<file path="src/rtl/toroidal_life_generation_engine_defines.svh">
// Assertion macros shared by the toroidal life engine RTL.
// No dependencies; taken in by `include where assertions are written.
`ifndef TOROIDAL_LIFE_GENERATION_ENGINE_DEFINES_SVH
`define TOROIDAL_LIFE_GENERATION_ENGINE_DEFINES_SVH

// Same-cycle implication, disabled while reset is high.
`define TLGE_ASSERT_NOW(lbl, clk, rst, ante, cons, msg) \
   lbl: assert property (@(posedge clk) disable iff (rst) (ante) |-> (cons)) \
      else $error(msg);

// Next-cycle implication, disabled while reset is high.
`define TLGE_ASSERT_NEXT(lbl, clk, rst, ante, cons, msg) \
   lbl: assert property (@(posedge clk) disable iff (rst) (ante) |=> (cons)) \
      else $error(msg);

`endif

</file>
<file path="src/rtl/tlge_pkg.sv">
// Package for the toroidal life engine: field widths, grid defaults,
// command codes and sequencer states. No dependencies.
`default_nettype none

package tlge_pkg;

   localparam int CMD_W          = 2;
   localparam int ROW_FIELD_W    = 5;
   localparam int COL_FIELD_W    = 5;
   localparam int DEF_GRID_WIDTH  = 32;
   localparam int DEF_GRID_HEIGHT = 32;

   typedef enum logic [CMD_W-1:0] {
      CMD_WRITE   = 2'd0,
      CMD_READ    = 2'd1,
      CMD_ADVANCE = 2'd2
   } cmd_type;

   typedef enum logic [2:0] {
      ST_IDLE,
      ST_LOAD_LAST,
      ST_LOAD_FIRST,
      ST_LOAD_SECOND,
      ST_ROW
   } state_type;

endpackage

`default_nettype wire

</file>
<file path="src/rtl/toroidal_life_generation_engine.sv">
// Toroidal Game of Life engine: grid memory, cell access pipeline and
// generation sequencer. Depends on tlge_pkg and the engine defines header.
//
// Usage:
//   Drive start with req_command, req_row, req_column and req_alive_in; the
//   beat is taken at a rising edge where start is high and busy is low.
//   Every beat gives exactly one result beat on rsp_alive_out/rsp_was_read,
//   shown for one cycle with rsp_valid high. The receiver cannot stall.
// Flow:
//   Write, read and the unused code stream at one beat per cycle while busy
//   is low; each beat is registered in the cell stage, then its result in the
//   result register. A write is a read-modify-write of one row word; a
//   back-to-back access of the same row is forwarded from the write in flight.
//   Advance raises busy: three load states prime the old last row, old row 0
//   and row 1, then one row per cycle is rebuilt in place, bounded by the
//   single read port of the grid memory. Its result comes on the edge that
//   writes the last row.
// Reset:
//   Synchronous, active high. A valid flop per row marks rows never written
//   since reset; such rows read as all dead, so no clearing pass is needed.
//   Results are dropped and the sequencer returns to idle.
`default_nettype none

module toroidal_life_generation_engine #(
   parameter int GRID_WIDTH  = tlge_pkg::DEF_GRID_WIDTH,
   parameter int GRID_HEIGHT = tlge_pkg::DEF_GRID_HEIGHT
) (
   input  wire logic                             clock,
   input  wire logic                             reset,
   input  wire logic                             start,
   output logic                                  busy,
   input  wire logic [tlge_pkg::CMD_W-1:0]       req_command,
   input  wire logic [tlge_pkg::ROW_FIELD_W-1:0] req_row,
   input  wire logic [tlge_pkg::COL_FIELD_W-1:0] req_column,
   input  wire logic                             req_alive_in,
   output logic                                  rsp_valid,
   output logic                                  rsp_alive_out,
   output logic                                  rsp_was_read
);

   `include "toroidal_life_generation_engine_defines.svh"

   localparam int ROW_W = $clog2(GRID_HEIGHT);
   localparam int COL_W = $clog2(GRID_WIDTH);
   localparam int EXT_W = 7;
   localparam logic [EXT_W-1:0] HEIGHT_EXT = EXT_W'(GRID_HEIGHT);
   localparam logic [EXT_W-1:0] WIDTH_EXT  = EXT_W'(GRID_WIDTH);
   localparam logic [ROW_W-1:0] LAST_ROW   = ROW_W'(GRID_HEIGHT - 1);

   typedef logic [GRID_WIDTH-1:0] row_word_type;

   // Next generation of one row from the old rows above, at and below it.
   function automatic row_word_type life_row(input row_word_type up,
                                             input row_word_type mid,
                                             input row_word_type dn);
      row_word_type res;
      int           l;
      int           r;
      logic [3:0]   n;
      res = '0;
      for (int c = 0; c < GRID_WIDTH; c++) begin
         l = (c == 0) ? GRID_WIDTH - 1 : c - 1;
         r = (c == GRID_WIDTH - 1) ? 0 : c + 1;
         n = 4'(up[l]) + 4'(up[c]) + 4'(up[r]) + 4'(mid[l]) + 4'(mid[r])
           + 4'(dn[l]) + 4'(dn[c]) + 4'(dn[r]);
         res[c] = (n == 4'd3) || (mid[c] && (n == 4'd2));
      end
      return res;
   endfunction

   // ---------------------------------------------------------------- storage
   row_word_type               grid_mem [GRID_HEIGHT];
   logic [GRID_HEIGHT-1:0]     row_valid_ff;

   tlge_pkg::state_type        state_ff, state_in;

   // Cell access stage
   logic                       s1_valid_ff;
   tlge_pkg::cmd_type          s1_cmd_ff;
   logic [ROW_W-1:0]           s1_addr_ff;
   logic [COL_W-1:0]           s1_col_ff;
   logic                       s1_inside_ff;
   logic                       s1_alive_ff;

   // Read port return path
   row_word_type               mem_q_ff;
   logic                       rd_valid_ff;
   logic                       rd_fwd_ff;
   row_word_type               fwd_data_ff;

   // Generation sequencer
   row_word_type               upper_ff;
   row_word_type               first_ff;
   row_word_type               cur_ff;
   logic [ROW_W-1:0]           y_ff;

   logic                       rsp_valid_ff, rsp_valid_in;
   logic                       rsp_alive_ff, rsp_alive_in;
   logic                       rsp_read_ff, rsp_read_in;

   // ---------------------------------------------------------------- decode
   logic                       accept;
   tlge_pkg::cmd_type          req_cmd;
   logic [EXT_W-1:0]           row_ext;
   logic [EXT_W-1:0]           col_ext;
   logic                       req_inside;
   logic [ROW_W-1:0]           req_addr;
   logic [COL_W-1:0]           req_col;
   logic                       req_is_cell;

   assign busy        = (state_ff != tlge_pkg::ST_IDLE);
   assign accept      = start && !busy;
   assign req_cmd     = tlge_pkg::cmd_type'(req_command);
   assign row_ext     = EXT_W'(req_row);
   assign col_ext     = EXT_W'(req_column);
   assign req_inside  = (row_ext < HEIGHT_EXT) && (col_ext < WIDTH_EXT);
   assign req_addr    = row_ext[ROW_W-1:0];
   assign req_col     = col_ext[COL_W-1:0];
   assign req_is_cell = (req_cmd == tlge_pkg::CMD_WRITE) || (req_cmd == tlge_pkg::CMD_READ);

   // Row word as seen by the stage after a read: forwarded, stored, or dead.
   row_word_type               row_eff;
   assign row_eff = rd_fwd_ff ? fwd_data_ff : (rd_valid_ff ? mem_q_ff : '0);

   // ---------------------------------------------------------------- cell stage
   logic                       s1_wr;
   row_word_type               s1_new_row;
   logic                       s1_cell;

   always_comb begin
      s1_new_row            = row_eff;
      s1_new_row[s1_col_ff] = s1_alive_ff;
      s1_cell               = s1_inside_ff ? row_eff[s1_col_ff] : 1'b0;
      s1_wr = s1_valid_ff && (s1_cmd_ff == tlge_pkg::CMD_WRITE) && s1_inside_ff;
   end

   // ---------------------------------------------------------------- sequencer
   logic [ROW_W:0]             y_ahead;
   row_word_type               below;
   row_word_type               adv_row;
   logic                       last_row;

   assign y_ahead  = {1'b0, y_ff} + (ROW_W + 1)'(2);
   assign last_row = (y_ff == LAST_ROW);
   assign below    = last_row ? first_ff : row_eff;
   assign adv_row  = life_row(upper_ff, cur_ff, below);

   always_comb begin
      state_in = state_ff;
      unique case (state_ff)
         tlge_pkg::ST_IDLE: begin
            if (accept && (req_cmd == tlge_pkg::CMD_ADVANCE)) begin
               state_in = tlge_pkg::ST_LOAD_LAST;
            end
         end
         tlge_pkg::ST_LOAD_LAST:   state_in = tlge_pkg::ST_LOAD_FIRST;
         tlge_pkg::ST_LOAD_FIRST:  state_in = tlge_pkg::ST_LOAD_SECOND;
         tlge_pkg::ST_LOAD_SECOND: state_in = tlge_pkg::ST_ROW;
         tlge_pkg::ST_ROW: begin
            if (last_row) begin
               state_in = tlge_pkg::ST_IDLE;
            end
         end
         default:                  state_in = tlge_pkg::ST_IDLE;
      endcase
   end

   // Memory port control
   logic                       rd_en;
   logic [ROW_W-1:0]           rd_addr;
   logic                       wr_en;
   logic [ROW_W-1:0]           wr_addr;
   row_word_type               wr_data;
   logic                       adv_done;

   always_comb begin
      rd_en    = 1'b0;
      rd_addr  = req_addr;
      wr_en    = s1_wr;
      wr_addr  = s1_addr_ff;
      wr_data  = s1_new_row;
      adv_done = 1'b0;
      unique case (state_ff)
         tlge_pkg::ST_IDLE: begin
            rd_en = accept && req_is_cell && req_inside;
         end
         tlge_pkg::ST_LOAD_LAST: begin
            rd_en   = 1'b1;
            rd_addr = LAST_ROW;
         end
         tlge_pkg::ST_LOAD_FIRST: begin
            rd_en   = 1'b1;
            rd_addr = '0;
         end
         tlge_pkg::ST_LOAD_SECOND: begin
            rd_en   = 1'b1;
            rd_addr = ROW_W'(1);
         end
         tlge_pkg::ST_ROW: begin
            rd_en    = (y_ahead < (ROW_W + 1)'(GRID_HEIGHT));
            rd_addr  = y_ahead[ROW_W-1:0];
            wr_en    = 1'b1;
            wr_addr  = y_ff;
            wr_data  = adv_row;
            adv_done = last_row;
         end
         default: begin
            rd_en = 1'b0;
         end
      endcase
   end

   // ---------------------------------------------------------------- memory
   always_ff @(posedge clock) begin
      if (wr_en) begin
         grid_mem[wr_addr] <= wr_data;
      end
   end

   always_ff @(posedge clock) begin
      if (rd_en) begin
         mem_q_ff    <= grid_mem[rd_addr];
         rd_valid_ff <= row_valid_ff[rd_addr];
         // Bypass a write landing on the same row at this edge.
         rd_fwd_ff   <= s1_wr && (s1_addr_ff == rd_addr);
         fwd_data_ff <= s1_new_row;
      end
   end

   always_ff @(posedge clock) begin
      if (reset) begin
         row_valid_ff <= '0;
      end else if (wr_en) begin
         row_valid_ff[wr_addr] <= 1'b1;
      end
   end

   // ---------------------------------------------------------------- control
   always_ff @(posedge clock) begin
      if (reset) begin
         state_ff    <= tlge_pkg::ST_IDLE;
         s1_valid_ff <= 1'b0;
      end else begin
         state_ff    <= state_in;
         s1_valid_ff <= accept && (req_cmd != tlge_pkg::CMD_ADVANCE);
      end
   end

   always_ff @(posedge clock) begin
      if (accept) begin
         s1_cmd_ff    <= req_cmd;
         s1_addr_ff   <= req_addr;
         s1_col_ff    <= req_col;
         s1_inside_ff <= req_inside;
         s1_alive_ff  <= req_alive_in;
      end
   end

   // Hold the old neighbor rows while rows are rewritten in place.
   always_ff @(posedge clock) begin
      unique case (state_ff)
         tlge_pkg::ST_LOAD_FIRST: begin
            upper_ff <= row_eff;
         end
         tlge_pkg::ST_LOAD_SECOND: begin
            first_ff <= row_eff;
            cur_ff   <= row_eff;
            y_ff     <= '0;
         end
         tlge_pkg::ST_ROW: begin
            upper_ff <= cur_ff;
            cur_ff   <= below;
            y_ff     <= y_ff + ROW_W'(1);
         end
         default: begin
            y_ff <= y_ff;
         end
      endcase
   end

   // ---------------------------------------------------------------- result
   always_comb begin
      rsp_valid_in = s1_valid_ff || adv_done;
      rsp_alive_in = 1'b0;
      rsp_read_in  = 1'b0;
      if (s1_valid_ff) begin
         case (s1_cmd_ff)
            tlge_pkg::CMD_READ: begin
               rsp_alive_in = s1_cell;
               rsp_read_in  = 1'b1;
            end
            default: begin
               rsp_alive_in = 1'b0;
               rsp_read_in  = 1'b0;
            end
         endcase
      end
   end

   always_ff @(posedge clock) begin
      if (reset) begin
         rsp_valid_ff <= 1'b0;
         rsp_alive_ff <= 1'b0;
         rsp_read_ff  <= 1'b0;
      end else begin
         rsp_valid_ff <= rsp_valid_in;
         rsp_alive_ff <= rsp_alive_in;
         rsp_read_ff  <= rsp_read_in;
      end
   end

   assign rsp_valid     = rsp_valid_ff;
   assign rsp_alive_out = rsp_alive_ff;
   assign rsp_was_read  = rsp_read_ff;

   // ---------------------------------------------------------------- checks
   `TLGE_ASSERT_NEXT(a_cell_result, clock, reset, s1_valid_ff, rsp_valid, "cell beat lost its result")
   `TLGE_ASSERT_NOW(a_no_port_clash, clock, reset, state_ff == tlge_pkg::ST_ROW, !s1_valid_ff, "cell write overlaps generation sweep")
   `TLGE_ASSERT_NEXT(a_adv_result, clock, reset, adv_done, rsp_valid && !rsp_was_read && !rsp_alive_out, "advance result missing or not blank")
   `TLGE_ASSERT_NOW(a_alive_only_read, clock, reset, rsp_alive_out, rsp_valid && rsp_was_read, "live cell shown outside a read result")

endmodule

`default_nettype wire

</file>
<file path="config.mk">
export PLATFORM = sky130hd
export DESIGN_NAME = toroidal_life_generation_engine
export DESIGN_NICKNAME = d
export VERILOG_FILES = /design/src/rtl/tlge_pkg.sv /design/src/rtl/toroidal_life_generation_engine.sv
export VERILOG_INCLUDE_DIRS = /design/src /design/src/rtl
export SDC_FILE = /design/constraint.sdc
export NUM_CORES = 2
export LEC_CHECK = 0
export ABC_AREA = 1
export BUFFER_PORTS_ARGS = -buffer_cell sky130_fd_sc_hd__buf_2
export CAP_MARGIN = 10
export CORE_MARGIN = 4
export CORE_UTILIZATION = 40
export CTS_CLUSTER_DIAMETER = 60
export DETAILED_ROUTE_END_ITERATION = 16
export HOLD_SLACK_MARGIN = 0.12
export PLACE_DENSITY = 0.52
export SLEW_MARGIN = 5
export SYNTH_ARGS = -nofsm -noshare
export SYNTH_HDL_FRONTEND = slang
export SYNTH_SLANG_ARGS = --single-unit
</file>
<file path="constraint.sdc">
create_clock -name clock -period 6.1 [get_ports clock]
set_clock_uncertainty 0.1 [all_clocks]
set_input_delay 0.305 -clock clock [delete_from_list [all_inputs] [get_ports clock]]
set_output_delay 0.305 -clock clock [all_outputs]
set_load 0.05 [all_outputs]
</file>
# --- Word-level counts from Yosys, hierarchy flattened ---
# Memory sizes are Yosys's and may differ from the RTL's. A register that Yosys moved wholly into a read port is not among the register bits.
# Index checks and enable logic that the tools add are counted.
classes:
  n_addsub: 226
  mux: 27
  magnitude_cmp: 8
  n_bitwise: 4
  eq_ne: 76
  reduce_logical: 88
op_table:
  columns: ["cell", "count"]
  rows:
  - ["4-bit by 1-bit adder with 4-bit output", 128]
  - ["4-bit by 2-bit equality test with 1-bit output (second input constant)", 64]
  - ["3-bit by 1-bit adder with 4-bit output", 32]
  - ["32-bit 2-to-1 mux", 4]
  - ["32-bit case mux with 2 select lines", 2]
  - ["2-bit by 1-bit adder with 3-bit output", 32]
  - ["1-bit by 1-bit adder with 2-bit output", 32]
  - ["1-bit logical AND", 43]
  - ["1-bit logical OR", 34]
  - ["32-bit bitwise mux", 1]
  - ["32-bit OR", 1]
  - ["5-bit by 6-bit less-than comparator with 1-bit output (second input constant)", 5]
  - ["5-bit case mux with 4 select lines", 1]
  - ["3-bit case mux with 5 select lines", 1]
  - ["1-bit binary-select mux with 5-bit select", 2]
  - ["1-bit demux with 5-bit select", 2]
  - ["5-bit by 1-bit greater-or-equal comparator with 1-bit output (second input constant)", 2]
  - ["5-bit case mux with 2 select lines", 1]
  - ["1-bit 2-to-1 mux", 9]
  - ["5-bit by 2-bit adder with 6-bit output (second input constant)", 1]
  - ["3-bit by 2-bit equality test with 1-bit output (second input constant)", 2]
  - ["6-bit less-than comparator (second input constant)", 1]
  - ["3-bit 2-to-1 mux", 2]
  - ["2-bit != test (second input constant)", 3]
  - ["19 further kinds", 24]
word_totals:
  inputBits: 16
  word_cells: 448
  ramBits: 1024
  n_memories: 1
  output_inout_bits: 4
  regBits: 188
mem_list:
  columns: ["name", "words", "width", "rd", "rd_clocked_by_memory_dff", "wr", "line_no", "text"]
  rows:
  - ["grid_mem", 32, 32, 1, 1, 1, "toroidal_life_generation_engine.sv:72", "row_word_type grid_mem [GRID_HEIGHT];"]

# --- Depth between registers and ports, before layout ---
depth:
  word_depth: 11
  depth_mapped: 21
  ltp_nobuf: 19

# --- Worst setup path before layout ---
# OpenSTA, ideal clock, no wires.
synth_timing:
  path_kind: "register to register"
  start: "register y_ff[1]"
  end: "memory grid_mem[0][8] in the netlist's numbering (data pin)"
  path_stages_with_launch: 16
  setup_slack_ps: 418
  arrival_ps: 5115
  required_time_ps: 5533
  synth_period_minus_slack_ps: 5682
  path_cell_list: "edfxtp_1 ha_1 nand2_1 nor2_1 ha_1 inv_1 clkbuf_1 clkbuf_1 o21ai_0 fa_1 inv_1 fa_1 ha_1 fa_1 o21ai_0 o31ai_1"
synth_via:
  elab_chain_cells: 9
  word_cells_on_any_way: 10
  cone_classes: "add/sub: 3; eq/ne: 3; mux: 2; reduce/logical: 2"
synth_rtl:
  columns: ["item", "line_no", "text"]
  rows:
  - ["from (decl)", "toroidal_life_generation_engine.sv:95", "logic [ROW_W-1:0] y_ff;"]
  - ["from (signal assigned)", "toroidal_life_generation_engine.sv:273", "y_ff <= y_ff + ROW_W'(1);"]
  - ["from (signal assigned)", "toroidal_life_generation_engine.sv:276", "y_ff <= y_ff;"]
  - ["5-bit equality test (*)", "toroidal_life_generation_engine.sv:144", "assign last_row = (y_ff == LAST_ROW);"]
  - ["32-bit 2-to-1 mux (*)", "toroidal_life_generation_engine.sv:145", "assign below = last_row ? first_ff : row_eff;"]
  - ["4-bit by 1-bit adder with 4-bit output (2 in a row)", "toroidal_life_generation_engine.sv:65", "+ 4'(dn[l]) + 4'(dn[c]) + 4'(dn[r]);"]
  - ["4-bit by 1-bit adder with 4-bit output (*)", "toroidal_life_generation_engine.sv:65", null]
  - ["4-bit by 2-bit equality test with 1-bit output", "toroidal_life_generation_engine.sv:66", "res[c] = (n == 4'd3) || (mid[c] && (n == 4'd2));"]
  - ["1-bit logical AND", "toroidal_life_generation_engine.sv:66", null]
  - ["1-bit logical OR (*)", "toroidal_life_generation_engine.sv:66", null]
  - ["32-bit 2-to-1 mux (*)", "toroidal_life_generation_engine.sv:183", "unique case (state_ff)"]
  - ["named net wr_data[8]", "toroidal_life_generation_engine.sv:173", "row_word_type wr_data;"]
  - ["to (decl)", "toroidal_life_generation_engine.sv:72", null]
# Mark *: on every way through the listed nets, which the timed path passes. The rest lies on a longest branch.

# --- Worst setup path in the final report ---
layout_timing:
  start: "register y_ff[1]"
  end: "memory grid_mem[27][6] in the netlist's numbering (data pin)"
# Same word-level chain as after synthesis.

==> results.yml <==
drt:
  routedWlPerCell_um: 23.6
  vias_per_cell: 5.29
  dr.pass1.iters: 5
  drc_errors: 0
  drtIter0Drc: 3911
  ant_nets: 0
  vias: 41600
  wl_mm: 185
global_route:
  antenna_found_initial: 2
  grt_pass1_wl_mm: 274
  grt_max_degree: 178
  first_global_vias: 39800
  grt_overflow_total: 0
  grtUsageTotal: 0.235
critical_path:
  cp.arrival_ps: 6020
  reg2reg_depth: 15
  setup.worst_path.class: "reg -> reg"
  cp_slowest_cell: "o21ai_0"
  crit_chain: "ha_1, nand2_1, nor2_1, ha_1, inv_2, buf_4, o21ai_0, fa_1, fa_1, inv_1, ha_1, fa_1, o21ai_0, o31ai_4, buf_4"
  r2r_slack_ps: 540
  r2r-start: "y_ff[1]$_SDFFCE_PN0P_"
  r2r-end: "grid_mem[27][6]$_DFFE_PP_"
  cp.required_ps: 6560
  crit_path_max_incr_delay_ps: 710
  crit_path_end_kind: "flip-flop"
  crit_path_max_fanout: 40
  startpoint_type: "flip-flop"
synthesis:
  synth-seq-cells: 1243
  synth.distinct_cells: 40
  synth_cells: 5742
  yosysTopAreaCell: "edfxtp_1"
  synth_edf_count: 1204
  ys_warn_count: 0
  synth_area_um2: 60100
  seq_area_frac_synth: 0.615
  ys_top_cells_by_area: "edfxtp_1, nand3_1, nand2_1"
  avgSynthCellArea_um2: 10.5
  synth-async-reset-ratio: 0
  yosys.area.top_type_share: 0.602
  ys.flop_type: "edfxtp_1"
  syn-num-nets: 5985
min_path:
  hold_path_end: "s1_cmd_ff[0]$_DFFE_PP_"
  hold_depth: 2
  hp-class: "in -> reg"
  min_from: "req_command[0]"
cts:
  cts_setup_buffers: 0
  cts_root_buf: "clkbuf_16"
  cts.clk_slew.worst_paths_ps: 50
  htree_levels: 4
  cts_sinks: 1243
  cts_buffer_depth: 3
  cts_tree: "built"
  cts_inserted_buffers: 145
  clk_latency_ps: 790
die:
  io_pins: 20
  die-area_um2: 156000
  core_um2: 149000
  start_util: 0.404
  num_rows: 141
  die_h_um: 396
  dieWidth_um: 396
placed_design:
  gp_congestion: 0.849
  dpl.hpwl_mm: 104
  place_area_um2: 63100
  port_buffers: 19
final_layout:
  layout.nets: 5988
  area_growth_pct: 13.1
  drive_above_1_share: 0.0752
  final_common_cell: "edfxtp_1"
  final_area_um2: 67900
  layout_common_cells: "edfxtp_1, nand2_1, nand3_1, inv_1, nand3b_1"
power:
  worst_ir_drop_vdd_uv: 289
  leakagePower_nw: 27.8
  cellPowerDensity_nw_per_um2: 473
timing:
  finalCriticalPeriod_ps: 5560
  relSlewSlack: 0.153
  drv_slew: 0
  max_slew.worst_pin.slew_ps: 1270
  final_hold_viol_count: 0
  finalCritPeriodShare: 0.912
  rsz0062_at_grt: "no"
  final-setup-viol-count: 0
  finalSetupTns_ps: 0
  fmaxAchievable_mhz: 180
run:
  cap_violations: 0
run_status:
  status: "finished clean"
==> critical path, delay by kind of cell, from the launching register on <==
family                   cells  cell delay (ps)
AND/OR/NAND/NOR              2              150
flip-flops                   1              400
adder cells (fa/ha/maj)      6             2160
buffers and inverters        4             1100
AO/OA/AOI/OAI                3             1380
==> report_power, final <==
| part | total, mW | internal [mW] | switching, mW |
|---|---|---|---|
| Clock | 8.47 | 4.92 | 3.56 |
| Combinational | 12.3 | 3.63 | 8.64 |
| Sequential | 11.4 | 11.1 | 0.281 |
==> stage by stage <==
step | setup slack (ps) | hold slack, ps | util | power, mW | instances
3_3_place_gp | 597 | 344 | 0.425 | 23.5 | 7577
2_1_floorplan | 418 | 293 | - | 19.1 | 5742
6_report | 537 | 185 | 0.457 | 32.1 | 7857
4_1_cts | 518 | 127 | 0.457 | 32.3 | 7856
5_1_grt | 224 | 171 | 0.457 | 34.1 | 7856
3_5_place_dp | 561 | 348 | 0.425 | 23.8 | 7577
==> synth_stat cells (all sizes together) (3+ instances only) <==
library cell	number
edfxtp	1204
nand2	1167
nand3	1153
inv	937
nand3b	256
buf	167
clkbuf	154
o21ai	147
nor2	134
fa	126
ha	101
a21oi	57
dfxtp	39
o31ai	32
a211oi	23
a22oi	11
o21a	9
a22o	4
nor3	3
o211ai	3
==> state kept, by name, indices dropped and copies added, names as in the netlist, 3 cells and up <==
signal,count
row_valid_ff,32
grid_mem,1024
upper_ff,32
fwd_data_ff,32
cur_ff,32
first_ff,32
s1_col_ff,5
y_ff,5
s1_addr_ff,5
state_ff,3
mem_q_ff,32
==> worst max path at each step <==
stage                          startpoint  depth (start not counted)                         to  slack (ps)
finish              y_ff[1]$_SDFFCE_PN0P_                         15  grid_mem[27][6]$_DFFE_PP_         540
global route        y_ff[1]$_SDFFCE_PN0P_                         15  grid_mem[27][6]$_DFFE_PP_         220
CTS                 y_ff[1]$_SDFFCE_PN0P_                         15   grid_mem[6][6]$_DFFE_PP_         520
detailed placement  y_ff[1]$_SDFFCE_PN0P_                         15  grid_mem[15][6]$_DFFE_PP_         560
global placement    y_ff[1]$_SDFFCE_PN0P_                         15  grid_mem[25][6]$_DFFE_PP_         600
floorplan           y_ff[1]$_SDFFCE_PN0P_                         15   grid_mem[0][8]$_DFFE_PP_         420
==> final cells by class <==
class / count / area [µm²]
clock buffer: 181 / 3900
antenna: 1 / 2.50
inverter: 937 / 3540
multi-input combinational: 3241 / 18700
timing repair buffer: 177 / 1610
sequential: 1243 / 36900
clock inverter: 75 / 691
fill: 13900 / 80600
tap: 2002 / 2500
==> per-layer routing <==
| metal | part of all wire | vias to the layer above | track usage |
|---|---|---|---|
| met5 | 0 | - | 0 |
| met4 | 0.022 | 0 | 0.0593 |
| met3 | 0.060 | 249 | 0.0321 |
| met2 | 0.47 | 1354 | 0.380 |
| met1 | 0.45 | 20700 | 0.336 |
| li1 | - | 19300 | - |
==> cell families (layout without fill, tap and decap cells) <==
kind of cell,count (synthesis),count (layout),synth area share
other,0,1,0
buffers and inverters,1258,1370,0.0822
and+or+nand+nor,2718,2718,0.211
adders and majority gates,227,227,0.0630
xor gates and xnor gates,4,4,0.000583
AOI/OAI and AO/OA,292,292,0.0285
DFF,1243,1243,0.615
==> timing repair <==
item | in CTS | in global routing
endpoints found under the hold margin | 63 | 0
resized for setup | 0 | 0
hold buffers | 23 | 0
No activity file was read; power rests on OpenSTA's default activity.
